File: config.mk
export PLATFORM = sky130hd
export DESIGN_NAME = ordered_set_successor_core
export DESIGN_NICKNAME = d
export VERILOG_FILES = /design/src/hdl/osc_pkg.sv /design/src/hdl/osc_key_mem.sv /design/src/hdl/osc_cmp_unit.sv /design/src/hdl/ordered_set_successor_core.sv
export SDC_FILE = /design/constraint.sdc
export NUM_CORES = 2
export LEC_CHECK = 0
export BUFFER_PORTS_ARGS = -buffer_cell sky130_fd_sc_hd__buf_2
export CAP_MARGIN = 30
export CORE_MARGIN = 2
export CORE_UTILIZATION = 40
export DETAILED_ROUTE_END_ITERATION = 6
export HOLD_SLACK_MARGIN = 0.12
export PLACE_DENSITY_LB_ADDON = 0.15
export SLEW_MARGIN = 25
export SYNTH_ARGS = -nofsm -noshare
export SYNTH_HDL_FRONTEND = slang
export SYNTH_SLANG_ARGS = --single-unit
File: constraint.sdc
create_clock -name i_clk -period 6.1 [get_ports i_clk]
set_input_delay 0.915 -clock i_clk [delete_from_list [all_inputs] [get_ports i_clk]]
set_output_delay 0.915 -clock i_clk [all_outputs]
set_load 0.02 [all_outputs]
File: src/hdl/osc_pkg.sv
// Shared types and constants for the ordered set successor core.
// No dependencies.
package osc_pkg;

    localparam int KEY_W = 32;

    typedef enum logic {
        REQ_INSERT = 1'b0,
        REQ_QUERY  = 1'b1
    } t_req;

    typedef enum logic [1:0] {
        ST_OK   = 2'd0,
        ST_DUP  = 2'd1,
        ST_FULL = 2'd2
    } t_status;

    typedef struct packed {
        logic eq;
        logic better;
    } t_cmp_res;

endpackage

File: src/hdl/osc_key_mem.sv
// Key table: one write port, one read port, registered read data.
// Depends on osc_pkg.
module osc_key_mem #(
    parameter int DEPTH  = 64,
    parameter int ADDR_W = 6
) (
    input  logic                        i_clk,
    input  logic                        i_we,
    input  logic [ADDR_W-1:0]           i_waddr,
    input  logic [osc_pkg::KEY_W-1:0]   i_wdata,
    input  logic                        i_re,
    input  logic [ADDR_W-1:0]           i_raddr,
    output logic [osc_pkg::KEY_W-1:0]   o_rdata
);

    logic [osc_pkg::KEY_W-1:0] r_mem [DEPTH];
    logic [osc_pkg::KEY_W-1:0] r_rdata;

    always_ff @(posedge i_clk) begin
        if (i_we) begin
            r_mem[i_waddr] <= i_wdata;
        end
        if (i_re) begin
            r_rdata <= r_mem[i_raddr];
        end
    end

    assign o_rdata = r_rdata;

endmodule

File: src/hdl/osc_cmp_unit.sv
// Shared compare unit: equality and successor-candidate test on one entry.
// Depends on osc_pkg.
module osc_cmp_unit (
    input  logic signed [osc_pkg::KEY_W-1:0] i_entry,
    input  logic signed [osc_pkg::KEY_W-1:0] i_key,
    input  logic signed [osc_pkg::KEY_W-1:0] i_best,
    input  logic                             i_have,
    output osc_pkg::t_cmp_res                o_res
);

    always_comb begin
        o_res.eq     = (i_entry == i_key);
        o_res.better = (i_entry > i_key) && (!i_have || (i_entry < i_best));
    end

endmodule

File: src/hdl/ordered_set_successor_core.sv
// A request is accepted only in the idle state, once the previous one is finished; the key
// table is scanned one entry per cycle through a single read port and compare unit.
// A finished result waits in the output register while the next request runs.
// Reset (synchronous, active low) empties the set; the table is not cleared.
// Top level; depends on osc_pkg, osc_key_mem, osc_cmp_unit.
module ordered_set_successor_core #(
    parameter int CAPACITY = 64
) (
    input  logic        i_clk,
    input  logic        i_rst_n,
    input  logic        s_axis_tvalid,
    output logic        s_axis_tready,
    input  logic [31:0] s_axis_tdata,   // key
    input  logic        s_axis_tuser,   // req_type
    output logic        m_axis_tvalid,
    input  logic        m_axis_tready,
    output logic [31:0] m_axis_tdata,   // successor
    output logic [2:0]  m_axis_tuser    // status[1:0], found[2]
);

    localparam int ADDR_W = (CAPACITY > 1) ? $clog2(CAPACITY) : 1;
    localparam int CNT_W  = $clog2(CAPACITY + 1);

    typedef enum logic [1:0] {
        S_IDLE,
        S_SCAN,
        S_FINISH
    } t_state;

    t_state                           r_state, n_state;
    osc_pkg::t_req                    r_type, n_type;
    logic signed [osc_pkg::KEY_W-1:0] r_key, n_key;
    logic [CNT_W-1:0]                 r_idx, n_idx;
    logic                             r_rd_vld, n_rd_vld;
    logic                             r_dup, n_dup;
    logic                             r_have, n_have;
    logic signed [osc_pkg::KEY_W-1:0] r_best, n_best;
    logic [CNT_W-1:0]                 r_count, n_count;
    logic                             r_out_valid, n_out_valid;
    osc_pkg::t_status                 r_out_status, n_out_status;
    logic                             r_out_found, n_out_found;
    logic signed [osc_pkg::KEY_W-1:0] r_out_succ, n_out_succ;

    logic                             w_rd_en;
    logic                             w_we;
    logic                             w_out_free;
    logic                             w_full;
    logic [osc_pkg::KEY_W-1:0]        w_rdata;
    osc_pkg::t_cmp_res                w_cmp;

    assign w_out_free = !r_out_valid || m_axis_tready;
    assign w_full     = (r_count == CNT_W'(CAPACITY));
    assign w_rd_en    = (r_state == S_SCAN) && (r_idx != r_count);
    assign w_we       = (r_state == S_FINISH) && w_out_free && (r_type == osc_pkg::REQ_INSERT)
                        && !r_dup && !w_full;

    osc_key_mem #(
        .DEPTH  (CAPACITY),
        .ADDR_W (ADDR_W)
    ) u_mem (
        .i_clk   (i_clk),
        .i_we    (w_we),
        .i_waddr (r_count[ADDR_W-1:0]),
        .i_wdata (r_key),
        .i_re    (w_rd_en),
        .i_raddr (r_idx[ADDR_W-1:0]),
        .o_rdata (w_rdata)
    );

    osc_cmp_unit u_cmp (
        .i_entry (w_rdata),
        .i_key   (r_key),
        .i_best  (r_best),
        .i_have  (r_have),
        .o_res   (w_cmp)
    );

    always_comb begin
        n_state      = r_state;
        n_type       = r_type;
        n_key        = r_key;
        n_idx        = r_idx;
        n_rd_vld     = 1'b0;
        n_dup        = r_dup;
        n_have       = r_have;
        n_best       = r_best;
        n_count      = r_count;
        n_out_valid  = r_out_valid && !m_axis_tready;
        n_out_status = r_out_status;
        n_out_found  = r_out_found;
        n_out_succ   = r_out_succ;

        case (r_state)
            S_IDLE: begin
                if (s_axis_tvalid) begin
                    n_type  = osc_pkg::t_req'(s_axis_tuser);
                    n_key   = s_axis_tdata;
                    n_idx   = '0;
                    n_dup   = 1'b0;
                    n_have  = 1'b0;
                    n_best  = '0;
                    n_state = S_SCAN;
                end
            end
            S_SCAN: begin
                if (w_rd_en) begin
                    n_idx    = r_idx + CNT_W'(1);
                    n_rd_vld = 1'b1;
                end
                if (r_rd_vld) begin
                    if (w_cmp.eq) begin
                        n_dup = 1'b1;
                    end
                    if (w_cmp.better) begin
                        n_best = w_rdata;
                        n_have = 1'b1;
                    end
                end else if (!w_rd_en) begin
                    n_state = S_FINISH;
                end
            end
            S_FINISH: begin
                if (w_out_free) begin
                    n_out_valid = 1'b1;
                    if (r_type == osc_pkg::REQ_QUERY) begin
                        n_out_status = osc_pkg::ST_OK;
                        n_out_found  = r_have;
                        n_out_succ   = r_have ? r_best : '0;
                    end else begin
                        n_out_found = 1'b0;
                        n_out_succ  = '0;
                        if (r_dup) begin
                            n_out_status = osc_pkg::ST_DUP;
                        end else if (w_full) begin
                            n_out_status = osc_pkg::ST_FULL;
                        end else begin
                            n_out_status = osc_pkg::ST_OK;
                            n_count      = r_count + CNT_W'(1);
                        end
                    end
                    n_state = S_IDLE;
                end
            end
            default: begin
                n_state = S_IDLE;
            end
        endcase
    end

    always_ff @(posedge i_clk) begin
        if (!i_rst_n) begin
            r_state     <= S_IDLE;
            r_rd_vld    <= 1'b0;
            r_count     <= '0;
            r_out_valid <= 1'b0;
        end else begin
            r_state     <= n_state;
            r_rd_vld    <= n_rd_vld;
            r_count     <= n_count;
            r_out_valid <= n_out_valid;
        end
        r_type       <= n_type;
        r_key        <= n_key;
        r_idx        <= n_idx;
        r_dup        <= n_dup;
        r_have       <= n_have;
        r_best       <= n_best;
        r_out_status <= n_out_status;
        r_out_found  <= n_out_found;
        r_out_succ   <= n_out_succ;
    end

    assign s_axis_tready = (r_state == S_IDLE);
    assign m_axis_tvalid = r_out_valid;
    assign m_axis_tdata  = r_out_succ;
    assign m_axis_tuser  = {r_out_found, r_out_status};

endmodule

==> results_dict.tcl <==
set metrics [dict create \
    status "finished clean" \
    tns_ns 0 \
    initial_core_util_pct 40.33 \
    worstSetupPathType "reg2reg" \
    grt_pass1_wl_mm 296.5 \
    synth.distinct_cells 43 \
    hp-class "in2reg" \
    final_util_pct 46.27 \
    rsz0062_at_grt "false" \
    cts_tree "yes" \
    path_clk_slew_ns 0.06 \
    drv_cap 0 \
    synth_edf_count 2189 \
    combinationalPowerShare_pct 10.2 \
    synth_warnings 0 \
    antenna_found_initial 27 \
    clock.fmax_ghz 0.2714 \
    placedCellCount 6379 \
    cts_resized 0 \
    drtAntennaViolNets 0 \
    finalClockSkew_ns 0.02988 \
    finalPower_mw 33.76 \
    area_growth_pct 14.73 \
    p_int_mw 25.90 \
    port_buffers 73 \
    worstSetupEndpointType "flip-flop" \
    numCtsBuffers 223 \
    power_density_nw_per_um2 347.1 \
    htreeDepth 4 \
    dieArea_um2 215600 \
    ctsHoldBuffers 0 \
    grt_pass1_vias 38010 \
    async_flop_share_pct 0 \
    num_vias 37840 \
    vdd_drop_max_mv 0.3005 \
    p_leak_nw 30.21 \
    grtUsageTotal_pct 19.37 \
    cts_setup_buffers 0 \
    syn_avg_cell_area_um2 24.17 \
    dp_slack_ns 2.041 \
    grt_max_degree 108 \
    drv_slew 0 \
    fin_cells 6797 \
    io_pins 74 \
    layout_common_cells "edfxtp_1 (2189), mux4_2 (672), clkbuf_16 (223)" \
    tightest_slew_ns 0.9841 \
    wirelength_mm 208.6 \
    gr-total-overflow 0 \
    synth_area_leaders "edfxtp_1 (78%), mux4_2 (18%), ha_1 (0.97%), clkbuf_1 (0.42%), nor2_1 (0.39%)" \
    fin_nets 3904 \
    netlist_instances 3507 \
    clk_latency_ns 0.86 \
    dp_hpwl_mm 133.0 \
    cts.sinks 2200 \
    syn_area_um2 84780 \
    wire_per_inst_um 30.69 \
    p_seq_share_pct 50.4 \
    dpl_cell_area_um2 90160 \
    layout_min_cycle_time_ns 3.684 \
    fp.dieW_um 464.4 \
    critPathMaxFanout 33 \
    dr.first_iter.drc_count 4402 \
    cts_root_buf "clkbuf_16" \
    cp.required_ns 6.59 \
    finalWorstSetupSlack_ns 2.416 \
    power_switching_share_pct 23.28 \
    final-hold-violation-count 0 \
    clk_path_buf_depth 3 \
    vias_per_cell 5.567 \
    crit_arrival_ns 4.18 \
    power_switching_mw 7.858 \
    synth_top_area_share_pct 77.53 \
    rows 168 \
    synth_fp_nets 3610 \
    maxSlewHeadroom_pct 34.39 \
    fp.dieH_um 464.4 \
    seq_area_frac_synth_pct 77.79 \
    finalInstanceArea_um2 97270 \
    drc 0 \
    routabilityCongestion 0.7843 \
    drive_gt1_share_pct 32.06 \
    ys.flop_type "edfxtp_1" \
    startpoint_type "flip-flop" \
    synth_area_leader_cell "edfxtp_1" \
    clkPwrFrac_pct 39.4 \
    dr.pass1.iters 6 \
    core_um2 210200 \
    layout.cells.most_common "edfxtp_1" \
    fin_crit_sh_pct 60.39 \
    finalSetupViolCount 0 \
    ys_ff_latch 2200 \
    whs_ns 0.2298 \
]
==> final timing paths <==
check | cells after the start | slack, ns | startpoint | to
setup reg to reg | 10 | 2.42 | r_key[19]$_DFFE_PP_ | r_have$_DFFE_PP_
hold / removal | 1 | 0.23 | s_axis_tdata[4] | r_key[4]$_DFFE_PP_
setup / recovery | 10 | 2.42 | r_key[19]$_DFFE_PP_ | r_have$_DFFE_PP_
hold reg to reg | 2 | 0.56 | r_count[6]$_SDFFE_PN0P_ | r_count[6]$_SDFFE_PN0P_
==> power by group through the flow <==
stage	clock [mW]	combinational (mW)	sequential, mW
3_5_place_dp	0	3.48	17.3
3_3_place_gp	0	3.46	17.3
6_report	13.3	3.43	17.0
4_1_cts	13.6	3.48	17.0
5_1_grt	14.2	3.66	17.0
2_1_floorplan	0	2.09	17.3
==> critical path, stage by stage, from the launching register on <==
cell      delay [ns]
edfxtp_1        0.66
inv_1           0.10
ha_1            0.34
a21oi_1         0.15
o21ai_0         0.21
a221o_1         0.41
a2111o_1        0.43
nor4b_1         0.29
nor3_1          0.14
nor2_2          0.15
buf_4           0.40
==> sequential cells by signal (all words and copies together) (netlist names), 7 cells and up <==
signal         cells
r_best            32
r_key             32
u_mem.o_rdata     32
m_axis_tdata      32
u_mem.r_mem     2048
r_idx              7
r_count            7
==> synthesized netlist by cell type (2+ instances only) <==
| library cell | instances |
|---|---|
| o211a_1 | 2 |
| nor2_1 | 87 |
| a21boi_0 | 2 |
| inv_1 | 70 |
| and2_1 | 39 |
| buf_1 | 31 |
| a221oi_1 | 2 |
| a21oi_1 | 24 |
| and4_1 | 3 |
| xnor2_1 | 12 |
| nor4_1 | 3 |
| nand3_1 | 15 |
| and3_1 | 33 |
| ha_1 | 66 |
| or3_1 | 5 |
| nor3_1 | 3 |
| buf_6 | 3 |
| a21o_1 | 9 |
| nor2b_1 | 9 |
| nand4_1 | 13 |
| mux4_2 | 672 |
| nand2b_1 | 5 |
| buf_2 | 13 |
| xor2_1 | 5 |
| nand2_1 | 26 |
| a31oi_1 | 4 |
| edfxtp_1 | 2189 |
| clkbuf_1 | 94 |
| o21ai_0 | 13 |
| dfxtp_1 | 11 |
| buf_4 | 32 |
==> cells by family (layout without fill, tap and decap cells) <==
family                   count (synthesis)  after routing  synth area share, %
adder cells (fa/ha/maj)                 66             66               0.9740
AND/OR/NAND/NOR                        247            247                1.488
other                                    0              3                    0
AO/OA/AOI/OAI                           61             61               0.4427
XOR/XNOR                                17             17               0.1756
flip-flops                            2200           2200                77.79
multiplexers                           673            673                17.86
buffers and inverters                  243            725                1.263
==> final cells by class <==
| cell class | count | area, um^2 |
|---|---|---|
| Sequential cell | 2200 | 65950 |
| Clock inverter | 121 | 1239 |
| Clock buffer | 292 | 5839 |
| Timing Repair Buffer | 242 | 2211 |
| Antenna cell | 3 | 7.507 |
| Multi-Input combinational cell | 1064 | 18250 |
| Tap cell | 2805 | 3510 |
| Inverter | 70 | 262.8 |
| Fill cell | 17310 | 112900 |
==> per-layer routing <==
layer	routed length, um	part of all wire (%)	track usage (%)	vias to the layer above
li1	-	-	-	15640
met3	16440	7.9	4.785	233
met4	3519	1.7	4.044	12
met1	96550	46	30.01	20750
met5	80	0.038	0	-
met2	91980	44	27.77	1205
Note: power is estimated with default switching activity, not from simulation.
